File: config.mk
export PLATFORM = sky130hd
export DESIGN_NAME = modbus_rtu_reply_checker_core_flat
export DESIGN_NICKNAME = d
export VERILOG_FILES = /design/src/sv/mrc_pkg.sv /design/src/sv/mrc_if.sv /design/src/sv/mrc_cfg_regs.sv /design/src/sv/mrc_step.sv /design/src/sv/modbus_rtu_reply_checker_core.sv /design/src/flat_wrapper.sv
export SDC_FILE = /design/constraint.sdc
export NUM_CORES = 1
export LEC_CHECK = 0
export BUFFER_PORTS_ARGS = -buffer_cell sky130_fd_sc_hd__buf_2
export CAP_MARGIN = 10
export CORE_UTILIZATION = 45
export DETAILED_ROUTE_END_ITERATION = 10
export GPL_TIMING_DRIVEN = 0
export SYNTH_ARGS = -nofsm -noshare
export SYNTH_HDL_FRONTEND = slang
export SYNTH_SLANG_ARGS = --single-unit
File: constraint.sdc
create_clock -name clk -period 8.4 [get_ports clk]
set_clock_uncertainty 0.15 [all_clocks]
set_input_delay 1.68 -clock clk [delete_from_list [all_inputs] [get_ports clk]]
set_output_delay 1.68 -clock clk [all_outputs]
set_load 0.005 [all_outputs]
File: src/sv/mrc_pkg.sv
// Shared types, codes and functions of the Modbus RTU reply checker.
package mrc_pkg;

  localparam int unsigned ADDR_W  = 8;
  localparam int unsigned FUNC_W  = 7;
  localparam int unsigned COUNT_W = 11;
  localparam int unsigned LEN_W   = 12;
  localparam int unsigned CRC_W   = 16;
  localparam int unsigned CFG_W   = 11;

  localparam logic [LEN_W-1:0] LEN_MAX      = 12'hFFF;
  localparam logic [LEN_W-1:0] EXC_LEN      = 12'd5;
  localparam logic [CRC_W-1:0] CRC_INIT     = 16'hFFFF;
  localparam logic [CRC_W-1:0] CRC_POLY     = 16'hA001;
  localparam int unsigned      EXC_BIT      = 7;

  typedef enum logic [1:0] {
    CFG_SLAVE_ADDR = 2'd0,
    CFG_FUNC       = 2'd1,
    CFG_COUNT      = 2'd2
  } cfg_idx_t;

  typedef enum logic [1:0] {
    REQ_BYTE    = 2'd0,
    REQ_TIMEOUT = 2'd1,
    REQ_ARM     = 2'd2
  } req_t;

  typedef enum logic [3:0] {
    ST_NONE    = 4'd0,
    ST_TAKEN   = 4'd1,
    ST_ARMED   = 4'd2,
    ST_BADREQ  = 4'd3,
    ST_BUSY    = 4'd4,
    ST_OK      = 4'd5,
    ST_ADDR    = 4'd6,
    ST_FUNC    = 4'd7,
    ST_EXC     = 4'd8,
    ST_EXCCRC  = 4'd9,
    ST_CRC     = 4'd10,
    ST_TIMEOUT = 4'd11,
    ST_UNEXP   = 4'd12
  } status_t;

  localparam logic [FUNC_W-1:0] FC_RD_COILS  = 7'd1;
  localparam logic [FUNC_W-1:0] FC_RD_INPUTS = 7'd2;
  localparam logic [FUNC_W-1:0] FC_RD_HOLD   = 7'd3;
  localparam logic [FUNC_W-1:0] FC_RD_INREG  = 7'd4;
  localparam logic [FUNC_W-1:0] FC_WR_COIL   = 7'd5;
  localparam logic [FUNC_W-1:0] FC_WR_REG    = 7'd6;
  localparam logic [FUNC_W-1:0] FC_DIAG      = 7'd8;
  localparam logic [FUNC_W-1:0] FC_WR_COILS  = 7'd15;
  localparam logic [FUNC_W-1:0] FC_WR_REGS   = 7'd16;

  typedef struct packed {
    logic [ADDR_W-1:0]  slave_addr;
    logic [FUNC_W-1:0]  func_code;
    logic [COUNT_W-1:0] item_count;
  } cfg_t;

  typedef struct packed {
    status_t           status;
    logic [7:0]        exception_code;
    logic [LEN_W-1:0]  frame_length;
  } res_t;

  // One byte of CRC-16, least significant bit first.
  function automatic logic [CRC_W-1:0] crc_feed(input logic [CRC_W-1:0] crc,
                                                input logic [7:0] b);
    logic [CRC_W-1:0] c;
    c = crc ^ {8'h00, b};
    for (int i = 0; i < 8; i++) begin
      if (c[0]) begin
        c = (c >> 1) ^ CRC_POLY;
      end else begin
        c = c >> 1;
      end
    end
    return c;
  endfunction

  // Expected reply length; zero means the request cannot be armed.
  function automatic logic [LEN_W-1:0] reply_length(input logic [FUNC_W-1:0] fc,
                                                    input logic [COUNT_W-1:0] n);
    logic [LEN_W:0] len;
    logic [LEN_W:0] n_ext;
    n_ext = {2'b00, n};
    case (fc)
      FC_RD_COILS, FC_RD_INPUTS: len = 13'd5 + ((n_ext + 13'd7) >> 3);
      FC_RD_HOLD, FC_RD_INREG:   len = 13'd5 + {n_ext[LEN_W-1:0], 1'b0};
      FC_WR_COIL, FC_WR_REG, FC_WR_COILS, FC_WR_REGS: len = 13'd8;
      FC_DIAG:                   len = 13'd6 + {n_ext[LEN_W-1:0], 1'b0};
      default:                   len = '0;
    endcase
    return (len > {1'b0, LEN_MAX}) ? '0 : len[LEN_W-1:0];
  endfunction

endpackage

File: src/sv/mrc_if.sv
// Valid/ready channel interfaces for request beats and result beats.
interface mrc_in_if;
  logic       valid;
  logic       ready;
  logic [1:0] req_type;
  logic [7:0] rx_byte;

  modport source (output valid, output req_type, output rx_byte, input ready);
  modport sink   (input valid, input req_type, input rx_byte, output ready);
endinterface

interface mrc_out_if;
  logic        valid;
  logic        ready;
  logic [3:0]  status;
  logic [7:0]  exception_code;
  logic [11:0] frame_length;

  modport source (output valid, output status, output exception_code,
                  output frame_length, input ready);
  modport sink   (input valid, input status, input exception_code,
                  input frame_length, output ready);
endinterface

File: src/sv/mrc_cfg_regs.sv
// Configuration registers of the reply checker.
module mrc_cfg_regs (
  input  logic                      clk,
  input  logic                      rst_n,
  input  logic                      cfg_we,
  input  logic [1:0]                cfg_index,
  input  logic [mrc_pkg::CFG_W-1:0] cfg_wdata,
  output mrc_pkg::cfg_t             cfg
);

  mrc_pkg::cfg_t cfg_r;

  always_ff @(posedge clk) begin
    if (!rst_n) begin
      cfg_r.slave_addr <= 8'd1;
      cfg_r.func_code  <= 7'd3;
      cfg_r.item_count <= 11'd1;
    end else if (cfg_we) begin
      unique case (cfg_index)
        mrc_pkg::CFG_SLAVE_ADDR: cfg_r.slave_addr <= cfg_wdata[mrc_pkg::ADDR_W-1:0];
        mrc_pkg::CFG_FUNC:       cfg_r.func_code  <= cfg_wdata[mrc_pkg::FUNC_W-1:0];
        mrc_pkg::CFG_COUNT:      cfg_r.item_count <= cfg_wdata[mrc_pkg::COUNT_W-1:0];
        default: ;
      endcase
    end
  end

  assign cfg = cfg_r;

endmodule

File: src/sv/mrc_step.sv
// Transaction state and the per-beat verdict logic of the reply checker.
module mrc_step (
  input  logic                 clk,
  input  logic                 rst_n,
  input  logic                 proc,
  input  logic [1:0]           req_type,
  input  logic [7:0]           rx_byte,
  input  mrc_pkg::cfg_t        cfg,
  output mrc_pkg::res_t        res
);

  logic                          await_r, await_nxt;
  logic [mrc_pkg::LEN_W-1:0]     cnt_r, cnt_nxt;
  logic [mrc_pkg::CRC_W-1:0]     crc_r, crc_nxt;
  logic [mrc_pkg::LEN_W-1:0]     exp_len_r, exp_len_nxt;
  logic [7:0]                    b1_r, b1_nxt;
  logic [7:0]                    b2_r, b2_nxt;
  logic [7:0]                    b3_r, b3_nxt;
  logic [mrc_pkg::LEN_W-1:0]     arm_len;
  logic                          exc_bit;

  assign arm_len = mrc_pkg::reply_length(cfg.func_code, cfg.item_count);

  always_comb begin
    await_nxt   = await_r;
    cnt_nxt     = cnt_r;
    crc_nxt     = crc_r;
    exp_len_nxt = exp_len_r;
    b1_nxt      = b1_r;
    b2_nxt      = b2_r;
    b3_nxt      = b3_r;
    exc_bit     = 1'b0;
    res.status         = mrc_pkg::ST_NONE;
    res.exception_code = '0;
    res.frame_length   = '0;
    unique case (req_type)
      mrc_pkg::REQ_ARM: begin
        if (await_r) begin
          res.status = mrc_pkg::ST_BUSY;
        end else if (arm_len == '0) begin
          res.status = mrc_pkg::ST_BADREQ;
        end else begin
          exp_len_nxt = arm_len;
          cnt_nxt     = '0;
          crc_nxt     = mrc_pkg::CRC_INIT;
          b1_nxt      = '0;
          b2_nxt      = '0;
          b3_nxt      = '0;
          await_nxt   = 1'b1;
          res.status  = mrc_pkg::ST_ARMED;
        end
      end
      mrc_pkg::REQ_TIMEOUT: begin
        if (await_r) begin
          res.status       = mrc_pkg::ST_TIMEOUT;
          res.frame_length = cnt_r;
          await_nxt        = 1'b0;
        end
      end
      mrc_pkg::REQ_BYTE: begin
        if (!await_r) begin
          res.status = mrc_pkg::ST_UNEXP;
        end else begin
          if (cnt_r != mrc_pkg::LEN_MAX) begin
            cnt_nxt = cnt_r + 12'd1;
          end
          if (cnt_nxt == 12'd1) begin
            b1_nxt = rx_byte;
          end else if (cnt_nxt == 12'd2) begin
            b2_nxt = rx_byte;
          end else if (cnt_nxt == 12'd3) begin
            b3_nxt = rx_byte;
          end
          crc_nxt = mrc_pkg::crc_feed(crc_r, rx_byte);
          exc_bit = b2_nxt[mrc_pkg::EXC_BIT];
          if (cnt_nxt >= mrc_pkg::EXC_LEN && (exc_bit || cnt_nxt >= exp_len_r)) begin
            res.frame_length = cnt_nxt;
            await_nxt        = 1'b0;
            priority if (b1_nxt != cfg.slave_addr) begin
              res.status = mrc_pkg::ST_ADDR;
            end else if (b2_nxt[mrc_pkg::FUNC_W-1:0] != cfg.func_code) begin
              res.status = mrc_pkg::ST_FUNC;
            end else if (exc_bit) begin
              if (crc_nxt == '0) begin
                res.status         = mrc_pkg::ST_EXC;
                res.exception_code = b3_nxt;
              end else begin
                res.status = mrc_pkg::ST_EXCCRC;
              end
            end else begin
              res.status = (crc_nxt == '0) ? mrc_pkg::ST_OK : mrc_pkg::ST_CRC;
            end
          end else begin
            res.status = mrc_pkg::ST_TAKEN;
          end
        end
      end
      default: ;
    endcase
  end

  always_ff @(posedge clk) begin
    if (!rst_n) begin
      await_r   <= 1'b0;
      cnt_r     <= '0;
      crc_r     <= mrc_pkg::CRC_INIT;
      exp_len_r <= '0;
      b1_r      <= '0;
      b2_r      <= '0;
      b3_r      <= '0;
    end else if (proc) begin
      await_r   <= await_nxt;
      cnt_r     <= cnt_nxt;
      crc_r     <= crc_nxt;
      exp_len_r <= exp_len_nxt;
      b1_r      <= b1_nxt;
      b2_r      <= b2_nxt;
      b3_r      <= b3_nxt;
    end
  end

`ifndef SYNTHESIS
  a_count_below_length: assert property (@(posedge clk) disable iff (!rst_n)
    await_r |-> (cnt_r < exp_len_r))
    else $error("byte count reached the expected length while still awaiting");
`endif

endmodule

File: src/sv/modbus_rtu_reply_checker_core.sv
// Top level of the Modbus RTU reply checker.
// Each request beat (received byte, timeout tick or arm) produces exactly one result
// beat. A beat is held in an input register, evaluated combinationally against the
// transaction state and a one-byte CRC-16 update, and written to a result register;
// throughput is one beat per clock while the result channel is not stalled.
// Configuration must be written only while no beat is in flight, as a write takes
// effect at once on any beat still held.
module modbus_rtu_reply_checker_core (
  input  logic                      clk,
  input  logic                      rst_n,
  mrc_in_if.sink                    in_ch,
  mrc_out_if.source                 out_ch,
  input  logic                      cfg_we,
  input  logic [1:0]                cfg_index,
  input  logic [mrc_pkg::CFG_W-1:0] cfg_wdata
);

  mrc_pkg::cfg_t cfg;
  mrc_pkg::res_t res;
  mrc_pkg::res_t res_r;
  logic          in_vld_r;
  logic [1:0]    req_r;
  logic [7:0]    byte_r;
  logic          out_vld_r;
  logic          proc;

  mrc_cfg_regs u_cfg (
    .clk       (clk),
    .rst_n     (rst_n),
    .cfg_we    (cfg_we),
    .cfg_index (cfg_index),
    .cfg_wdata (cfg_wdata),
    .cfg       (cfg)
  );

  mrc_step u_step (
    .clk      (clk),
    .rst_n    (rst_n),
    .proc     (proc),
    .req_type (req_r),
    .rx_byte  (byte_r),
    .cfg      (cfg),
    .res      (res)
  );

  assign proc        = in_vld_r && (!out_vld_r || out_ch.ready);
  assign in_ch.ready = !in_vld_r || proc;

  always_ff @(posedge clk) begin
    if (!rst_n) begin
      in_vld_r <= 1'b0;
    end else if (in_ch.ready) begin
      in_vld_r <= in_ch.valid;
    end
  end

  always_ff @(posedge clk) begin
    if (in_ch.valid && in_ch.ready) begin
      req_r  <= in_ch.req_type;
      byte_r <= in_ch.rx_byte;
    end
  end

  always_ff @(posedge clk) begin
    if (!rst_n) begin
      out_vld_r <= 1'b0;
    end else if (proc) begin
      out_vld_r <= 1'b1;
    end else if (out_ch.ready) begin
      out_vld_r <= 1'b0;
    end
  end

  always_ff @(posedge clk) begin
    if (proc) begin
      res_r <= res;
    end
  end

  assign out_ch.valid          = out_vld_r;
  assign out_ch.status         = res_r.status;
  assign out_ch.exception_code = res_r.exception_code;
  assign out_ch.frame_length   = res_r.frame_length;

`ifndef SYNTHESIS
  a_verdict_length: assert property (@(posedge clk) disable iff (!rst_n)
    (out_vld_r && res_r.status != mrc_pkg::ST_TIMEOUT
     && res_r.status >= mrc_pkg::ST_OK && res_r.status <= mrc_pkg::ST_CRC)
    |-> (res_r.frame_length >= mrc_pkg::EXC_LEN))
    else $error("frame verdict given before five bytes");
`endif

`ifndef SYNTHESIS
  a_exc_code_only_on_exc: assert property (@(posedge clk) disable iff (!rst_n)
    (out_vld_r && res_r.status != mrc_pkg::ST_EXC) |-> (res_r.exception_code == '0))
    else $error("exception code set outside an exception verdict");
`endif

`ifndef SYNTHESIS
  a_no_overrun: assert property (@(posedge clk) disable iff (!rst_n)
    (in_vld_r && out_vld_r && !out_ch.ready) |=> (in_vld_r && $stable(req_r)
     && $stable(byte_r)))
    else $error("held request beat lost while the result beat was stalled");
`endif

endmodule
File: src/flat_wrapper.sv
// flat-port wrapper written by rule: the top's interface ports become plain ports
module modbus_rtu_reply_checker_core_flat 
  (clk, rst_n, cfg_we, cfg_index, cfg_wdata, in_ch_valid, in_ch_req_type, in_ch_rx_byte, in_ch_ready, out_ch_valid, out_ch_status, out_ch_exception_code, out_ch_frame_length, out_ch_ready);
  mrc_in_if in_ch_i ();
  mrc_out_if out_ch_i ();
  input  logic clk;
  input  logic rst_n;
  input  logic cfg_we;
  input  logic [1:0] cfg_index;
  input  logic [mrc_pkg::CFG_W-1:0] cfg_wdata;
  input wire logic [$bits(in_ch_i.valid)-1:0] in_ch_valid;
  input wire logic [$bits(in_ch_i.req_type)-1:0] in_ch_req_type;
  input wire logic [$bits(in_ch_i.rx_byte)-1:0] in_ch_rx_byte;
  output wire logic [$bits(in_ch_i.ready)-1:0] in_ch_ready;
  output wire logic [$bits(out_ch_i.valid)-1:0] out_ch_valid;
  output wire logic [$bits(out_ch_i.status)-1:0] out_ch_status;
  output wire logic [$bits(out_ch_i.exception_code)-1:0] out_ch_exception_code;
  output wire logic [$bits(out_ch_i.frame_length)-1:0] out_ch_frame_length;
  input wire logic [$bits(out_ch_i.ready)-1:0] out_ch_ready;
  assign in_ch_i.valid = in_ch_valid;
  assign in_ch_i.req_type = in_ch_req_type;
  assign in_ch_i.rx_byte = in_ch_rx_byte;
  assign in_ch_ready = in_ch_i.ready;
  assign out_ch_valid = out_ch_i.valid;
  assign out_ch_status = out_ch_i.status;
  assign out_ch_exception_code = out_ch_i.exception_code;
  assign out_ch_frame_length = out_ch_i.frame_length;
  assign out_ch_i.ready = out_ch_ready;
  modbus_rtu_reply_checker_core u_core (.clk(clk), .rst_n(rst_n), .in_ch(in_ch_i), .out_ch(out_ch_i), .cfg_we(cfg_we), .cfg_index(cfg_index), .cfg_wdata(cfg_wdata));
endmodule
==> impl_metrics.ini <==
[power_and_ir_drop]
combPwrFrac_pct = 11.5
vdd_drop_max_mv = 0.146
clockPowerShare_pct = 46.5
switchingPower_mw = 0.414
cellPowerDensity_mw_per_mm2 = 174
power_frac_seq_pct = 42.0
switching_share_pct = 26.6
internal_power_mw = 1.14
p_leak_nw = 3.41

[layout]
antenna_cells = 0
nets = 1035
areaGrowthSynthToFinish_pct = 14.2
final_cells = 1218
layout-drive-gt1-share_pct = 13.4

[yosys]
avgSynthCellArea_um2 = 8.57
synth_top_area_share_pct = 23.8
synthArstFlopShare_pct = 0
synth_top_area_cell = dfxtp_1
syn_area_mm2 = 0.00782
ys_seq_area_share_pct = 36.9
synth-edff-count = 34
synth.most_common_cell = nor2_1
synth-seq-cells = 127
ys.flop_type = dfxtp_1
ys_types = 74
synthTopCellsByCount = nor2_1, nand2_1, dfxtp_1, mux2i_1, clkbuf_1
yosys_warnings = 0
synthCells = 913
synth_nets = 963
ys_top_cells_by_area = dfxtp_1, edfxtp_1, mux2i_1

[die]
die_x_um = 134
initial_core_util_pct = 46.7
die_h_um = 134
row_count = 47
core_mm2 = 0.0168
boundaryPins = 54
dieArea_mm2 = 0.0179

[grt]
grt_max_degree = 26
grt_use_total_pct = 25.1
grt_pass1_wl_mm = 34.8
grt_overflow = 0
antenna_found_initial = 0
first_global_vias = 6352

[run]
maxCapViolations = 0

[placement]
port_buffers = 52
dp.cells = 1185
hpwl_mm = 15.8
place.gp.congestion = 0.893

[critical_path]
cp-start-kind = flip-flop
startpoint = u_core.u_step.cnt_r[1]$_SDFFE_PN0P_
r2r_start = u_core.u_step.cnt_r[1]$_SDFFE_PN0P_
arrival_ns = 4.97
cp.required_ns = 8.43
crit_type = flip-flop to flip-flop
r2r_cells = 16
critPathCaptureType = flip-flop
critPathMaxFanout = 9

[detailed_routing]
wl_per_cell_um = 17.9
drc = 0
ant_nets = 0
dr.pass1.iters = 5
routed_wl_mm = 21.8
drt_iter0_markers = 599
via_per_inst = 5.69
vias = 6934

[clock_network]
cts_root_buf = clkbuf_16
cts_resized = 0
hold_buffers = 0
clk_pin_slew_ns = 0.06
postCtsSetupBuffers = 0
tritoncts = yes
cts.sinks = 127
cts_max_level = 4
cts_buffers = 17
worst_skew_pair.late_latency_ns = 0.43
clk_path_buf_depth = 2

[outcome]
outcome = finished clean

[timing]
setup_viol = 0
tightest_slew_ns = 1.09
whs_ns = 0.310
rsz0062_at_grt = false
finalHoldViolCount = 0
min_period_over_period_pct = 58.8
period_needed_ns = 4.94
slew_headroom_pct = 26.2
setup-tns-final_ns = 0
drv_slew = 0
max_freq_ghz = 0.202

[worst_hold_path]
hold_path.startpoint = u_core.u_step.exp_len_r[2]$_SDFFE_PN0P_
hold_class = flip-flop to flip-flop
min_path_cells = 2
-- layer usage --
layer / wire length (um) / vias to the layer above / share of wire (%) / global-route usage (%)
li1: - / 3437 / - / -
met2: 9900 / 206 / 45 / 39.0
met3: 1090 / 31 / 5.0 / 4.38
met4: 391 / 0 / 1.8 / 8.08
met1: 10400 / 3260 / 48 / 35.3
met5: 0 / - / 0 / 0
-- final cells by class --
cell class | instances | area (um^2)
Fill cell | 1608 | 7820
Multi-Input combinational cell | 693 | 4540
Sequential cell | 127 | 2880
Clock buffer | 18 | 429
Buffer | 65 | 295
Tap cell | 220 | 275
Timing Repair Buffer | 53 | 265
Clock inverter | 14 | 144
Inverter | 28 | 105
-- state kept, by name, indices dropped and copies added (netlist names) --
register / cells
u_core.u_step.exp_len_r: 12
u_core.u_step.b3_r: 8
u_core.out_ch.status: 4
u_core.u_step.crc_r: 16
u_core.u_cfg.cfg: 26
u_core.out_ch.valid: 1
u_core.out_ch.exception_code: 8
u_core.in_vld_r: 1
u_core.out_ch.frame_length: 12
u_core.u_step.await_r: 1
u_core.u_step.cnt_r: 12
u_core.u_step.b1_r: 8
u_core.byte_r: 8
u_core.u_step.b2_r: 8
u_core.req_r: 2
-- power groups by stage --
stage / logic [mW] / registers (mW) / clock network [mW]
2_1_floorplan: 0.123 / 0.666 / 0
3_3_place_gp: 0.176 / 0.667 / 0
3_5_place_dp: 0.176 / 0.667 / 0
4_1_cts: 0.177 / 0.654 / 0.734
5_1_grt: 0.194 / 0.656 / 0.759
6_report: 0.179 / 0.654 / 0.725
-- logic make-up (layout without fill, tap and decap cells) --
kind of cell | after synthesis | in the layout | synth area share [%]
muxes | 61 | 61 | 7.81
adders and majority gates | 22 | 22 | 3.52
DFF | 127 | 127 | 36.9
xor gates and xnor gates | 62 | 62 | 6.94
and+or+nand+nor | 356 | 356 | 22.2
buffers and inverters | 93 | 178 | 5.12
AOI/OAI and AO/OA | 192 | 192 | 17.5
-- cells in the final DEF (no fill, tap or decap), types with 4 or more instances in the layout --
cell type,instances
a2111oi_0,4
a21o_1,7
a21oi_1,38
a21oi_2,11
a22o_1,9
a311oi_1,11
a31o_2,5
a31oi_1,17
and2_1,6
and3_1,15
and4_1,5
buf_2,64
buf_6,4
clkbuf_1,47
clkbuf_16,17
clkinvlp_4,4
dfxtp_1,93
edfxtp_1,34
ha_1,22
inv_1,28
mux2i_1,61
nand2_1,96
nand2b_1,12
nand3_1,37
nand4_1,15
nor2_1,100
nor2b_1,8
nor3_1,20
nor4_1,18
nor4b_1,4
o21a_1,4
o21ai_0,35
o22ai_1,9
xnor2_1,32
xor2_1,30
-- final timing paths --
path,to,slack [ns]
max,u_core.out_ch.frame_length[0]$_DFFE_PP_,3.46
min,u_core.u_step.exp_len_r[2]$_SDFFE_PN0P_,0.31
max reg2reg,u_core.out_ch.frame_length[0]$_DFFE_PP_,3.46
min reg2reg,u_core.u_step.exp_len_r[2]$_SDFFE_PN0P_,0.31
-- worst max-delay path, stage by stage, from the launching register on --
cell and delay (ns):
dfxtp_1 0.43, ha_1 0.31, nand4_1 0.20, nor3_1 0.64, a21oi_1 0.17, inv_1 0.22, ha_1 0.28, a21oi_1 0.15
a21boi_0 0.12, a2111oi_0 0.34, o22ai_1 0.14, o21ai_0 0.35, a21o_1 0.17, clkbuf_1 0.34, nor3_2 0.21, a21o_1 0.22
a22o_1 0.23
-- per-stage QoR --
stage / setup slack [ns] / instance area, um^2 / power, mW / utilization, %
after floorplan: 4.48 / 7820 / 0.789 / -
after global placement: 3.53 / 8360 / 0.843 / 49.9
after detailed placement: 3.53 / 8360 / 0.844 / 49.9
after CTS: 3.50 / 8930 / 1.57 / 53.3
after global routing: 3.10 / 8940 / 1.61 / 53.3
final: 3.46 / 8940 / 1.56 / 53.3
No activity file was read; power rests on OpenSTA's default activity.
